`src/hw/rtl/ffa_pkg.sv`:
```
// Shared types, constants and microcode encodings for the first-fit block allocator.
package ffa_pkg;

  localparam int POOL_WORDS = 1024;
  localparam int WORD_BYTES = 8;
  localparam int WORD_SHIFT = $clog2(WORD_BYTES);
  localparam int ADDR_W     = $clog2(POOL_WORDS);
  localparam int IDX_W      = ADDR_W + 2;
  localparam int HDR_W      = 15;
  localparam int PC_W       = 5;

  localparam int OP_W    = 2;
  localparam int REQ_W   = 14;
  localparam int OFF_W   = 13;
  localparam int STAT_W  = 2;
  localparam int LARGE_W = 14;

  typedef logic [PC_W-1:0]         pc_t;
  typedef logic [IDX_W-1:0]        idx_t;
  typedef logic [HDR_W-1:0]        mag_t;
  typedef logic signed [HDR_W-1:0] hdr_t;

  localparam idx_t POOL_IDX = idx_t'(POOL_WORDS);
  localparam mag_t POOL_CAP = mag_t'(POOL_WORDS * WORD_BYTES);
  localparam mag_t MIN_POOL = mag_t'(2 * WORD_BYTES);
  localparam mag_t WORD_B   = mag_t'(WORD_BYTES);
  localparam mag_t ROUND_B  = mag_t'(WORD_BYTES - 1);
  localparam logic [REQ_W-1:0] POOL_BYTES_RST = REQ_W'(POOL_WORDS * WORD_BYTES);

  localparam logic [OP_W-1:0] OP_ALLOC = 2'd0;
  localparam logic [OP_W-1:0] OP_FREE  = 2'd1;
  localparam logic [OP_W-1:0] OP_QUERY = 2'd2;
  localparam logic [OP_W-1:0] OP_INIT  = 2'd3;

  localparam logic [STAT_W-1:0] STAT_OK    = 2'd0;
  localparam logic [STAT_W-1:0] STAT_FAIL  = 2'd1;
  localparam logic [STAT_W-1:0] STAT_SMALL = 2'd2;

  typedef enum logic [3:0] {
    U_NONE,
    U_ACCEPT,
    U_INIT0,
    U_INIT1,
    U_RD_I,
    U_RD_J,
    U_LOAD_SZ,
    U_MERGE,
    U_I_FROM_SZ,
    U_FIT,
    U_SPLIT,
    U_STEP_I,
    U_FREE,
    U_QEND,
    U_QACC,
    U_EMIT
  } uop_t;

  typedef enum logic [3:0] {
    C_NEVER,
    C_ALWAYS,
    C_DISPATCH,
    C_NO_ITEM,
    C_SMALL,
    C_H_ZERO,
    C_H_POS,
    C_H_NOT_NEG,
    C_H_NOT_POS,
    C_SZ_GE_REQ,
    C_NO_SPLIT,
    C_PAY_GT,
    C_PAY_NE,
    C_OUT_BUSY
  } cond_t;

  // microcode step addresses
  localparam pc_t P_IDLE  = 5'd0;
  localparam pc_t P_DISP  = 5'd1;
  localparam pc_t P_INIT  = 5'd2;
  localparam pc_t P_INIT1 = 5'd3;
  localparam pc_t P_AREAD = 5'd4;
  localparam pc_t P_AZERO = 5'd5;
  localparam pc_t P_AFREE = 5'd6;
  localparam pc_t P_AFIT  = 5'd7;
  localparam pc_t P_MREAD = 5'd8;
  localparam pc_t P_MCHK  = 5'd9;
  localparam pc_t P_MERGE = 5'd10;
  localparam pc_t P_MEND  = 5'd11;
  localparam pc_t P_ANEXT = 5'd12;
  localparam pc_t P_FIT   = 5'd13;
  localparam pc_t P_SPLIT = 5'd14;
  localparam pc_t P_FREAD = 5'd15;
  localparam pc_t P_FZERO = 5'd16;
  localparam pc_t P_FPAST = 5'd17;
  localparam pc_t P_FMATCH = 5'd18;
  localparam pc_t P_FUSED = 5'd19;
  localparam pc_t P_FMARK = 5'd20;
  localparam pc_t P_FSTEP = 5'd21;
  localparam pc_t P_QREAD = 5'd22;
  localparam pc_t P_QZERO = 5'd23;
  localparam pc_t P_QACC  = 5'd24;
  localparam pc_t P_DONE  = 5'd25;
  localparam pc_t P_EMIT  = 5'd26;

  typedef struct packed {
    uop_t  uop;
    cond_t cond;
    pc_t   target;
  } ctrl_t;

  typedef struct packed {
    logic item;
    logic undersized;
    logic h_zero;
    logic h_pos;
    logic h_neg;
    logic sz_ge_req;
    logic no_split;
    logic pay_gt;
    logic pay_ne;
    logic out_busy;
    pc_t  disp;
  } flags_t;

endpackage

```
`src/hw/rtl/ffa_seq.sv`:
```
// Microcode sequencer: step counter, control store and branch logic.
module ffa_seq (
  input  logic            clk,
  input  logic            rst_n,
  input  ffa_pkg::flags_t flags,
  output ffa_pkg::ctrl_t  ctrl
);
  import ffa_pkg::*;

  pc_t  pc_r;
  pc_t  pc_nxt;
  logic take;

  always_comb begin
    unique case (pc_r)
      P_IDLE:   ctrl = '{U_ACCEPT,    C_NO_ITEM,   P_IDLE};
      P_DISP:   ctrl = '{U_NONE,      C_DISPATCH,  P_IDLE};
      P_INIT:   ctrl = '{U_INIT0,     C_SMALL,     P_DONE};
      P_INIT1:  ctrl = '{U_INIT1,     C_ALWAYS,    P_DONE};
      P_AREAD:  ctrl = '{U_RD_I,      C_NEVER,     P_IDLE};
      P_AZERO:  ctrl = '{U_NONE,      C_H_ZERO,    P_DONE};
      P_AFREE:  ctrl = '{U_LOAD_SZ,   C_H_POS,     P_ANEXT};
      P_AFIT:   ctrl = '{U_NONE,      C_SZ_GE_REQ, P_FIT};
      P_MREAD:  ctrl = '{U_RD_J,      C_NEVER,     P_IDLE};
      P_MCHK:   ctrl = '{U_NONE,      C_H_NOT_NEG, P_MEND};
      P_MERGE:  ctrl = '{U_MERGE,     C_ALWAYS,    P_MREAD};
      P_MEND:   ctrl = '{U_NONE,      C_SZ_GE_REQ, P_FIT};
      P_ANEXT:  ctrl = '{U_I_FROM_SZ, C_ALWAYS,    P_AREAD};
      P_FIT:    ctrl = '{U_FIT,       C_NO_SPLIT,  P_DONE};
      P_SPLIT:  ctrl = '{U_SPLIT,     C_ALWAYS,    P_DONE};
      P_FREAD:  ctrl = '{U_RD_I,      C_NEVER,     P_IDLE};
      P_FZERO:  ctrl = '{U_NONE,      C_H_ZERO,    P_DONE};
      P_FPAST:  ctrl = '{U_NONE,      C_PAY_GT,    P_DONE};
      P_FMATCH: ctrl = '{U_NONE,      C_PAY_NE,    P_FSTEP};
      P_FUSED:  ctrl = '{U_NONE,      C_H_NOT_POS, P_DONE};
      P_FMARK:  ctrl = '{U_FREE,      C_ALWAYS,    P_DONE};
      P_FSTEP:  ctrl = '{U_STEP_I,    C_ALWAYS,    P_FREAD};
      P_QREAD:  ctrl = '{U_RD_I,      C_NEVER,     P_IDLE};
      P_QZERO:  ctrl = '{U_QEND,      C_H_ZERO,    P_DONE};
      P_QACC:   ctrl = '{U_QACC,      C_ALWAYS,    P_QREAD};
      P_DONE:   ctrl = '{U_NONE,      C_OUT_BUSY,  P_DONE};
      P_EMIT:   ctrl = '{U_EMIT,      C_ALWAYS,    P_IDLE};
      default:  ctrl = '{U_NONE,      C_ALWAYS,    P_IDLE};
    endcase
  end

  always_comb begin
    unique case (ctrl.cond)
      C_NEVER:     take = 1'b0;
      C_ALWAYS:    take = 1'b1;
      C_DISPATCH:  take = 1'b1;
      C_NO_ITEM:   take = !flags.item;
      C_SMALL:     take = flags.undersized;
      C_H_ZERO:    take = flags.h_zero;
      C_H_POS:     take = flags.h_pos;
      C_H_NOT_NEG: take = !flags.h_neg;
      C_H_NOT_POS: take = !flags.h_pos;
      C_SZ_GE_REQ: take = flags.sz_ge_req;
      C_NO_SPLIT:  take = flags.no_split;
      C_PAY_GT:    take = flags.pay_gt;
      C_PAY_NE:    take = flags.pay_ne;
      C_OUT_BUSY:  take = flags.out_busy;
      default:     take = 1'b0;
    endcase
    priority if (ctrl.cond == C_DISPATCH) begin
      pc_nxt = flags.disp;
    end else if (take) begin
      pc_nxt = ctrl.target;
    end else begin
      pc_nxt = pc_r + pc_t'(1);
    end
  end

  always_ff @(posedge clk) begin
    if (!rst_n) begin
      pc_r <= P_IDLE;
    end else begin
      pc_r <= pc_nxt;
    end
  end

endmodule

```
`config.mk`:
```
export PLATFORM = sky130hd
export DESIGN_NAME = ffa_seq
export DESIGN_NICKNAME = d
export VERILOG_FILES = /design/src/hw/rtl/ffa_pkg.sv /design/src/hw/rtl/ffa_seq.sv
export SDC_FILE = /design/constraint.sdc
export NUM_CORES = 1
export LEC_CHECK = 0
export BUFFER_PORTS_ARGS = -buffer_cell sky130_fd_sc_hd__buf_2
export CAP_MARGIN = 30
export CORE_AREA = 3 3 55 67
export DETAILED_ROUTE_END_ITERATION = 8
export DIE_AREA = 0 0 58 70
export PLACE_DENSITY = 0.69
export SLEW_MARGIN = 20
export SYNTH_ARGS = -nofsm -noshare
export SYNTH_HDL_FRONTEND = slang
export SYNTH_SLANG_ARGS = --single-unit
export TNS_END_PERCENT = 30
```
`constraint.sdc`:
```
create_clock -name clk -period 3.05 [get_ports clk]
set_clock_uncertainty 0.15 [all_clocks]
set_input_delay 0.305 -clock clk [delete_from_list [all_inputs] [get_ports clk]]
set_output_delay 0.305 -clock clk [all_outputs]
set_load 0.05 [all_outputs]
```
## Yosys cells after proc, flatten, opt, wreduce, memory -nomap -nowiden

Memories as Yosys holds them, arrays and structs flattened. A register that Yosys moved wholly into a read port is not among the register bits.
Cells that the tools add are included.
W data, S select, Z words.

- Memories kept: 1
- Bits of input ports: 17
- Bits in read-only memories: 416
- Register bits: 5

Memory list:

| memory | depth | width | rd ports | clocked after memory_dff | wr ports | line | source |
|---|---|---|---|---|---|---|---|
| (name not given) | 32 | 13 | 1 | 1 | 0 | ffa_seq.sv:15 | `unique case (pc_r)` |

- Add/subtract/negate cells: 1
- Mux-type cells: 4
- Reduce and logical (&&, ||, !) cells: 4
- Equal/unequal tests: 13

Operators with widths:

| cell | count |
|---|---|
| $eq A4 B4 Y1 const B | 6 |
| $eq A4 B3 Y1 const B | 4 |
| $mux W5 | 3 |
| $pmux W1 S12 | 1 |
| $eq A4 B2 Y1 const B | 2 |
| $add A5 B1 Y5 const B | 1 |
| $eq A4 B1 Y1 const B | 1 |
| $logic_not A1 Y1 | 3 |
| $reduce_or A2 Y1 | 1 |

## Longest topological paths before layout

Gate-level depths: netlist (run 1).

- Depth in word-level cells: 6
- Depth in mapped cells: 16
- Mapped depth without buffers: 13

## Worst setup path after synthesis (run 1)

No wires, ideal clock.

- Path type: reg-to-reg
- From: register ctrl[5] (netlist name)
- To: register ctrl[9] (netlist name)
- Period minus slack after synthesis: 3.490 ns
- Data arrival time: 3.275 ns
- Setup time: 0.066 ns
- Slack: -0.440 ns
- Data required time: 2.834 ns
- Stages on the path, launching flop included: 17
- Path through: dfxtp_1 > buf_6 > mux2i_1 > o21a_1 > or3_1 > buf_4 > a211oi_1 > a221o_1 > nand2_1 > inv_1 > ha_1 > clkbuf_1 > nand2_1 > inv_1 > mux2i_1 > o221a_1 > nor2_1

- Cells in the longest elaborated chain, start to end: 6

Ends and longest elaborated chain:

| what | line | source |
|---|---|---|
| $eq A4 B2 Y1 or $eq A4 B1 Y1 (tied branches) | ffa_seq.sv:48, ffa_seq.sv:65 |  |
| $reduce_or A2 Y1 (no source line) | n/a |  |
| $pmux W1 S12 | ffa_seq.sv:48 | `unique case (ctrl.cond)` |
| $mux W5 | ffa_seq.sv:67 | `end else if (take) begin` |
| $mux W5 * | ffa_seq.sv:65 | `priority if (ctrl.cond == C_DISPATCH) begin` |
| $mux W5 (no source line) * | n/a |  |

Every way passes the cells marked *; elsewhere a longest branch is shown, timed or not.
A chain may end at the register's enable or synchronous reset.

## Final worst setup path (run 1)

- From: register ctrl[5] (netlist name)
- To: register ctrl[9] (netlist name)

- Cells in the longest elaborated chain, start to end: 6

Ends and longest elaborated chain:

| what | line |
|---|---|
| $eq A4 B2 Y1 or $eq A4 B1 Y1 (tied branches) | ffa_seq.sv:48, ffa_seq.sv:65 |
| $reduce_or A2 Y1 (no source line) | n/a |
| $pmux W1 S12 | ffa_seq.sv:48 |
| $mux W5 | ffa_seq.sv:67 |
| $mux W5 * | ffa_seq.sv:65 |
| $mux W5 (no source line) * | n/a |

Marks and branches as above.

==> impl_metrics.py, run 1 <==
metrics = {
    "clocking": {
        "cts_tree": "built",
        "htreeDepth": 1,
        "hold_buffers": 0,
        "clock-root-buffer": "clkbuf_4",
        "clockBufferDepth": 2,
        "clk_latency_ns": 0.31,
        "clkTransAtPathRegs_ns": 0.11,
        "clkSinkCount": 18,
        "cts_made_buffers": 3,
    },
    "routing": {
        "first_pass_iters": 5,
        "drt_iter0_drc": 130,
        "ant_nets": 0,
        "routedWlPerCell_um": 18.0,
        "drc": 0,
        "wl_mm": 4.56,
        "via_count": 1591,
        "routed_via_density": 6.29,
    },
    "hold_path": {
        "hold_start": "rst_n",
        "hold_path.class": "input port to flop",
    },
    "setup_path": {
        "setup.worst_path.start": "ctrl[5]$_DFF_P_",
        "r2r_slack_ns": 0.13,
        "cp-start-kind": "flop",
        "worstPathRequired_ns": 3.15,
        "critPathCaptureType": "flop",
        "r2r-start": "ctrl[5]$_DFF_P_",
        "path_class": "flop to flop",
        "cp_max_fo": 12,
        "arrival_ns": 3.02,
    },
    "synth": {
        "synth_area_um2": 1490,
        "synth_top_area_share": 0.242,
        "yosysMostFrequentCell": "dfxtp_1",
        "synth_area_leaders": "dfxtp_1 (24%), ha_1 (5.0%), mux2i_1 (4.7%)",
        "synth.distinct_cells": 60,
        "avgSynthCellArea_um2": 8.33,
        "syn_nets": 202,
        "synth.largest_area_cell": "dfxtp_1",
        "synthTopCellsByCount": "dfxtp_1 (18), nand2_1 (14), a21oi_1 (9), inv_1 (9)",
        "postSynthCellCount": 179,
        "async_flop_share": 0,
        "synthFlopType": "dfxtp_1",
        "ys_ff_latch": 18,
        "synth_warnings": 0,
        "synth_edf_count": 0,
        "ys_seq_area_frac": 0.242,
    },
    "floorplan": {
        "fp.dieH_um": 70,
        "start_util": 0.483,
        "io_pins": 30,
        "fp.coreArea_um2": 3080,
        "die_w_um": 58,
        "num_rows": 22,
        "fp.dieArea_um2": 4060,
    },
    "global_route": {
        "first_global_vias": 1585,
        "antenna_found_initial": 0,
        "grt_pass1_wl_mm": 7.23,
        "gr-total-overflow": 0,
        "grt_max_degree": 17,
        "track_usage": 0.223,
    },
    "place": {
        "port-buffer-count": 29,
        "place_area_um2": 1770,
        "dpl.hpwl_mm": 3.43,
        "pre_cts_ws_ns": 0.00826,
        "place.gp.congestion": 0.983,
    },
    "sta": {
        "setup_viol": 0,
        "finalWorstSetupSlack_ns": 0.134,
        "fmax_mhz": 343,
        "fin_crit_sh": 0.956,
        "layout_min_cycle_time_ns": 2.92,
        "finalMaxSlewViolations": 0,
        "hold_viol": 0,
        "maxSlewHeadroom": 0.717,
        "worst_slew_pin_slew_ns": 0.424,
    },
    "finish": {
        "final_layout_size_suffix_gt1_frac": 0.373,
        "final_cell_area_um2": 1850,
        "final_nets": 241,
        "diodes": 0,
        "fin_util": 0.600,
        "area_growth_pct": 24.2,
    },
    "flow_run": {
        "maxCapViolations": 0,
    },
    "outcome": {
        "outcome": "completed",
    },
}
-- cell type report --
cell class	count	area, um2
clock buffer	4	36.3
fill	294	1230
inverter	11	41.3
multi-input combinational	137	1080
sequential	18	367
tap	36	45.0
timing repair buffer	47	280
-- state kept, by name, summed over array words and instances, names as in the netlist --
| name | cells |
|---|---|
| ctrl | 13 |
| pc_r | 5 |
-- final timing paths --
| path | to | depth (start not counted) |
|---|---|---|
| setup / recovery | ctrl[9]$_DFF_P_ | 13 |
| hold / removal | ctrl[11]$_DFF_P_ | 3 |
| setup reg to reg | ctrl[9]$_DFF_P_ | 13 |
| hold reg to reg | pc_r[1]$_SDFF_PN0_ | 1 |
-- stage by stage --
step | hold WS (ns) | instances | TNS [ns]
2_1_floorplan | 0.447 | 179 | 0
3_3_place_gp | 0.454 | 248 | 0
3_5_place_dp | 0.488 | 248 | 0
4_1_cts | 0.251 | 252 | 0
5_1_grt | 0.275 | 253 | -0.00118
6_report | 0.263 | 253 | 0
-- cell families after synthesis --
group / Yosys count / synth area share
compound gates: 69 / 0.367
simple gates: 47 / 0.164
flops: 18 / 0.242
xor+xnor: 4 / 0.0235
buf+inv: 24 / 0.0747
fa+ha+maj: 6 / 0.0504
mux: 11 / 0.0789
-- critical path, cell delays in order (launching register included) --
cell,delay (ns)
dfxtp_4,0.40
mux2i_1,0.13
o21a_1,0.22
or3_4,0.37
a211oi_2,0.26
a221o_1,0.19
nand2_2,0.14
inv_2,0.13
ha_4,0.21
nand2_1,0.08
inv_1,0.13
mux2i_1,0.09
o221a_1,0.25
nor2_1,0.11
-- metal layers --
layer / track usage / up-vias / wire length, um
met3: 0.0129 / 19 / 388
met4: 0.113 / 0 / 143
met2: 0.378 / 92 / 2230
met1: 0.276 / 721 / 1800
met5: 0 / - / 0
li1: - / 759 / -
-- repair_timing --
item | CTS | global route
hold endpoints to repair | 0 | 0
setup buffers | 0 | 1
resized for setup | 1 | 8
setup endpoints to repair | 1 | 7
gates cloned | 0 | 0
-- layout by cell type, fill, tap and decap left out, types with 2 or more instances in the layout --
master,instances
clkbuf_4,3
nand2_1,13
o21ai_0,3
nor2_1,4
inv_1,8
a32oi_1,2
a21oi_1,9
a211oi_2,3
a31oi_1,3
mux2i_1,7
a221oi_1,3
o211ai_1,4
nand3_1,6
a211oi_1,4
nor4_1,2
o211ai_2,2
o2111ai_1,2
buf_2,29
ha_1,3
a22oi_1,3
and2_1,3
ha_4,2
dfxtp_2,2
inv_2,3
o2bb2ai_1,3
nor3_1,5
nand2b_1,3
xor2_1,2
o21ai_1,8
dfxtp_1,15
buf_4,18
o31ai_1,2
mux2_2,2
xnor2_1,2
Power of run 1 is not shown: default switching activity piles up to over one toggle a cycle in this logic, so the estimate is an artifact.
==> run 2, diff against run 1 <==
--- a/config.mk
+++ b/config.mk
@@ -10,7 +10,7 @@
 export CORE_AREA = 3 3 55 67
 export DETAILED_ROUTE_END_ITERATION = 8
 export DIE_AREA = 0 0 58 70
-export PLACE_DENSITY = 0.69
+export PLACE_DENSITY = 0.77
 export SLEW_MARGIN = 20
 export SYNTH_ARGS = -nofsm -noshare
 export SYNTH_HDL_FRONTEND = slang
==> run 2 against run 1 <==
Maximum frequency shrank 1.0%. Sequential cell count did not move. Setup slack worse by 0.031 ns. Via count barely moved. Routed wire length is 5.5% lower. Non-clock buffer count is 5 lower. Sequential share of layout area is 0.47 points higher.
==> impl_metrics.py, run 2 (synthesized netlist as in run 1, its figures left out) <==
metrics = {
    "finish": {
        "final_nets": 236,
        "final_layout_size_suffix_gt1_frac": 0.354,
        "area_growth_pct": 21.3,
        "final_cell_mix": "buf_2 (29), dfxtp_1 (15), nand2_1 (13), buf_4 (13), a21oi_1 (9)",
        "fill_cells": 302,
        "largest_reg_flops": 13,
        "mostFrequentLayoutCell": "buf_2",
        "diodes": 0,
    },
    "sta": {
        "hold_viol": 0,
        "maxSlewHeadroom": 0.620,
        "worst_slew_pin_slew_ns": 0.570,
        "fmax_mhz": 339,
        "hold_slack_ns": 0.262,
        "layout_min_cycle_time_ns": 2.95,
        "fin_crit_sh": 0.966,
        "finalMaxSlewViolations": 0,
        "fin_tns_setup_ns": 0,
        "finalWorstSetupSlack_ns": 0.103,
        "setup_viol": 0,
    },
    "clocking": {
        "clock-root-buffer": "clkbuf_4",
        "cts_tree": "built",
        "clkSinkCount": 18,
        "htreeDepth": 1,
        "clockBufferDepth": 2,
        "clkTransAtPathRegs_ns": 0.10,
        "cts_made_buffers": 3,
        "clk_latency_ns": 0.30,
        "postCtsSetupBuffers": 0,
    },
    "floorplan": {
        "fp.coreArea_um2": 3080,
        "fp.dieH_um": 70,
        "die_w_um": 58,
        "num_rows": 22,
        "start_util": 0.483,
        "io_pins": 30,
        "fp.dieArea_um2": 4060,
    },
    "setup_path": {
        "r2r_slack_ns": 0.10,
        "path_buf_inv": 0,
        "cp-start-kind": "flop",
        "setup.worst_path.start": "ctrl[5]$_DFF_P_",
        "crit_cells": 10,
        "rr_worst_depth": 10,
        "path_class": "flop to flop",
        "r2r-start": "ctrl[5]$_DFF_P_",
        "slowest_stage": "dfxtp_4",
        "path_cells": "mux2i_1 -> o21a_1 -> or3_4 -> a211oi_2 -> a221o_1 -> nand2_2 -> ha_4 -> mux2_2 -> o211ai_1 -> o21ai_1",
        "slowest_delay_ns": 0.40,
        "cp-endpoint": "ctrl[4]$_DFF_P_",
        "cp_top_family": "compound AO/OA/AOI/OAI gates",
        "arrival_ns": 2.99,
        "cp_max_fo": 12,
        "critPathCaptureType": "flop",
        "worstPathRequired_ns": 3.09,
        "r2r_end": "ctrl[4]$_DFF_P_",
    },
    "routing": {
        "wl_mm": 4.31,
        "drc": 0,
        "via_count": 1592,
        "first_pass_iters": 6,
        "ant_nets": 0,
        "routed_via_density": 6.42,
        "drt_iter0_drc": 100,
        "routedWlPerCell_um": 17.4,
    },
    "global_route": {
        "track_usage": 0.210,
        "gr-total-overflow": 0,
        "antenna_found_initial": 0,
        "grt_pass1_wl_mm": 6.69,
        "grt_max_degree": 17,
        "first_global_vias": 1440,
    },
    "hold_path": {
        "hold-path-cell-count": 3,
        "hold_path.class": "input port to flop",
    },
    "outcome": {
        "outcome": "completed",
    },
    "place": {
        "port-buffer-count": 29,
        "dpl.hpwl_mm": 3.29,
        "place.gp.congestion": 0.941,
        "pre_cts_ws_ns": 0.0563,
    },
    "flow_run": {
        "maxCapViolations": 0,
    },
}
==> run 2: cell count changes in the layout (fill, tap and decap cells not counted) <==
| cell | before | now |
|---|---|---|
| o21ai_0 | 3 | 4 |
| a211oi_1 | 4 | 5 |
| o21ai_1 | 8 | 7 |
| a211oi_2 | 3 | 2 |
| buf_4 | 18 | 13 |
==> run 2: area by class of cell <==
type	count	area (um2)	share of cell area
Multi-Input combinational cell	137	1080	0.595
Sequential cell	18	367	0.203
Timing Repair Buffer	42	243	0.134
Tap cell	36	45.0	0.0249
Inverter	11	41.3	0.0228
Clock buffer	4	36.3	0.0201
==> run 2: worst min-delay path by stage <==
stage                    startpoint                 end  slack (ns)
global placement    ctrl[8]$_DFF_P_  pc_r[1]$_SDFF_PN0_        0.55
detailed placement  ctrl[8]$_DFF_P_  pc_r[1]$_SDFF_PN0_        0.56
global route                  rst_n     ctrl[3]$_DFF_P_        0.29
finish                        rst_n    ctrl[11]$_DFF_P_        0.26
CTS                           rst_n    ctrl[11]$_DFF_P_        0.25
floorplan                  flags[0]    ctrl[11]$_DFF_P_        0.45
==> run 2: stage by stage <==
step,utilization,std cells,area [um2]
final,0.586,248,1810
after global routing,0.586,248,1810
after CTS,0.575,248,1770
after detailed placement,0.563,244,1740
after global placement,0.563,244,1740
after floorplan,-,179,1530
==> run 2: worst reg2reg max path, stage by stage, from the launching register on <==
cell and delay [ns]:
dfxtp_4 0.40, mux2i_1 0.13, o21a_1 0.22, or3_4 0.39, a211oi_2 0.27, a221o_1 0.21
nand2_2 0.15, ha_4 0.36, mux2_2 0.34, o211ai_1 0.10, o21ai_1 0.11
==> run 2: per-layer routing <==
metal	wire length (um)	part of all wire	track usage
met1	1670	0.39	0.256
met2	2060	0.48	0.340
met3	315	0.073	0.0166
met4	267	0.062	0.147
met5	0	0	0
==> run 2: what timing repair did <==
item,CTS,global route
endpoints found under the hold margin,0,0
setup endpoints to repair,0,11
gates resized for setup,0,7
hold buffers,0,0
Power of run 2 is left out for the same reason.
==> run 3, diff against run 2 <==
--- a/config.mk
+++ b/config.mk
@@ -11,6 +11,7 @@
 export DETAILED_ROUTE_END_ITERATION = 8
 export DIE_AREA = 0 0 58 70
 export PLACE_DENSITY = 0.77
+export REMOVE_ABC_BUFFERS = 1
 export SLEW_MARGIN = 20
 export SYNTH_ARGS = -nofsm -noshare
 export SYNTH_HDL_FRONTEND = slang
==> run 3 against run 2 <==
First-iteration DRC count up 67%. Register-to-register slack better by 0.02 ns. Core utilization up 1.5 points. Count of clock-buffer cells in the layout down 1. Highest routed layer unchanged.
==> impl_metrics.py, run 3 (synthesized netlist as in run 1, its figures left out) <==
metrics = {
    "place": {
        "place_area_um2": 1780,
        "pre_cts_ws_ns": 0.0791,
        "port-buffer-count": 29,
        "place.gp.congestion": 0.931,
        "dpl.hpwl_mm": 3.27,
    },
    "finish": {
        "final_layout_size_suffix_gt1_frac": 0.367,
        "final_cell_mix": "buf_2 (29), buf_4 (23), dfxtp_1 (16), nand2_1 (13)",
        "largest_reg_flops": 13,
        "area_growth_pct": 24.5,
        "mostFrequentLayoutCell": "buf_2",
        "final_nets": 246,
        "fill_cells": 289,
        "final_cell_area_um2": 1860,
        "diodes": 0,
    },
    "sta": {
        "fmax_mhz": 341,
        "maxSlewHeadroom": 0.637,
        "layout_min_cycle_time_ns": 2.93,
        "hold_slack_ns": 0.233,
        "fin_crit_sh": 0.961,
        "grt_setup_unrepaired": "yes",
        "finalMaxSlewViolations": 0,
        "fin_tns_setup_ns": 0,
        "worst_slew_pin_slew_ns": 0.541,
        "setup_viol": 0,
        "finalWorstSetupSlack_ns": 0.119,
        "hold_viol": 0,
    },
    "setup_path": {
        "r2r-start": "ctrl[5]$_DFF_P_",
        "setup.worst_path.start": "ctrl[5]$_DFF_P_",
        "arrival_ns": 2.97,
        "cp-start-kind": "flop",
        "slowest_stage": "or3_4",
        "worstPathRequired_ns": 3.08,
        "cp_max_fo": 6,
        "path_class": "flop to flop",
        "critPathCaptureType": "flop",
        "path_cells": "buf_4 -> nor2b_1 -> a211oi_1 -> or3_4 -> mux2i_2 -> a211oi_4 -> inv_2 -> ha_2 -> mux2_2 -> o211ai_1 -> o21ai_1",
        "slowest_delay_ns": 0.43,
    },
    "clocking": {
        "postCtsSetupBuffers": 0,
        "clk_latency_ns": 0.30,
        "cts_tree": "built",
        "cts.repair.resized": 0,
        "clkSinkCount": 18,
        "htreeDepth": 1,
        "hold_buffers": 0,
        "clkTransAtPathRegs_ns": 0.10,
        "clock-root-buffer": "clkbuf_4",
        "clockBufferDepth": 2,
        "cts_made_buffers": 3,
    },
    "routing": {
        "first_pass_iters": 4,
        "wl_met2_mm": 2.09,
        "drt-met1-wl_mm": 1.79,
        "wl_mm": 4.39,
        "drt_iter0_drc": 167,
        "via_count": 1632,
        "drc": 0,
        "routed_via_density": 6.35,
        "highest_layer": "met4",
        "dr_wl_met3_um": 309,
        "ant_nets": 0,
        "routedWlPerCell_um": 17.1,
    },
    "flow_run": {
        "maxCapViolations": 0,
    },
    "hold_path": {
        "hold_path.class": "input port to flop",
        "hold_start": "rst_n",
    },
    "floorplan": {
        "fp.dieArea_um2": 4060,
        "die_w_um": 58,
        "start_util": 0.483,
        "fp.coreArea_um2": 3080,
        "io_pins": 30,
        "fp.dieH_um": 70,
        "num_rows": 22,
    },
    "global_route": {
        "gr-total-overflow": 0,
        "first_global_vias": 1535,
        "grt_pass1_wl_mm": 7.10,
        "grt_max_degree": 17,
        "antenna_found_initial": 0,
        "track_usage": 0.221,
    },
    "outcome": {
        "outcome": "completed",
    },
}
==> run 3: cell type report <==
cell class	count	area [um2]	area share
Multi-Input combinational cell	137	1070	0.575
Sequential cell	18	363	0.196
Timing Repair Buffer	52	318	0.171
Tap cell	36	45.0	0.0243
Inverter	11	41.3	0.0223
Clock buffer	3	22.5	0.0121
==> run 3: metrics by stage <==
| step | utilization | instances |
|---|---|---|
| after floorplan | - | 166 |
| after global placement | 0.578 | 254 |
| after detailed placement | 0.578 | 254 |
| after CTS | 0.586 | 257 |
| after global routing | 0.602 | 257 |
| final | 0.602 | 257 |
==> run 3: per-layer routing <==
metal / vias to the layer above / track usage
li1: 764 / -
met1: 762 / 0.284
met2: 85 / 0.353
met3: 21 / 0.0185
met4: 0 / 0.129
met5: - / 0
==> run 3: final timing paths <==
check	to	slack [ns]	depth (start not counted)
worst max-delay path	ctrl[4]$_DFF_P_	0.12	11
worst max register to register	ctrl[4]$_DFF_P_	0.12	11
worst min-delay path	ctrl[11]$_DFF_P_	0.23	3
worst min register to register	pc_r[1]$_SDFF_PN0_	0.57	1
==> run 3: critical path: cells and delay by family, from the launching register on <==
| kind | cells | cell delay (ns) |
|---|---|---|
| AO/OA/AOI/OAI | 4 | 0.55 |
| multiplexers | 2 | 0.56 |
| AND/OR/NAND/NOR | 2 | 0.55 |
| flip-flops | 1 | 0.35 |
| buffers and inverters | 2 | 0.24 |
| adder cells (fa/ha/maj) | 1 | 0.41 |
Power of run 3 is left out for the same reason.
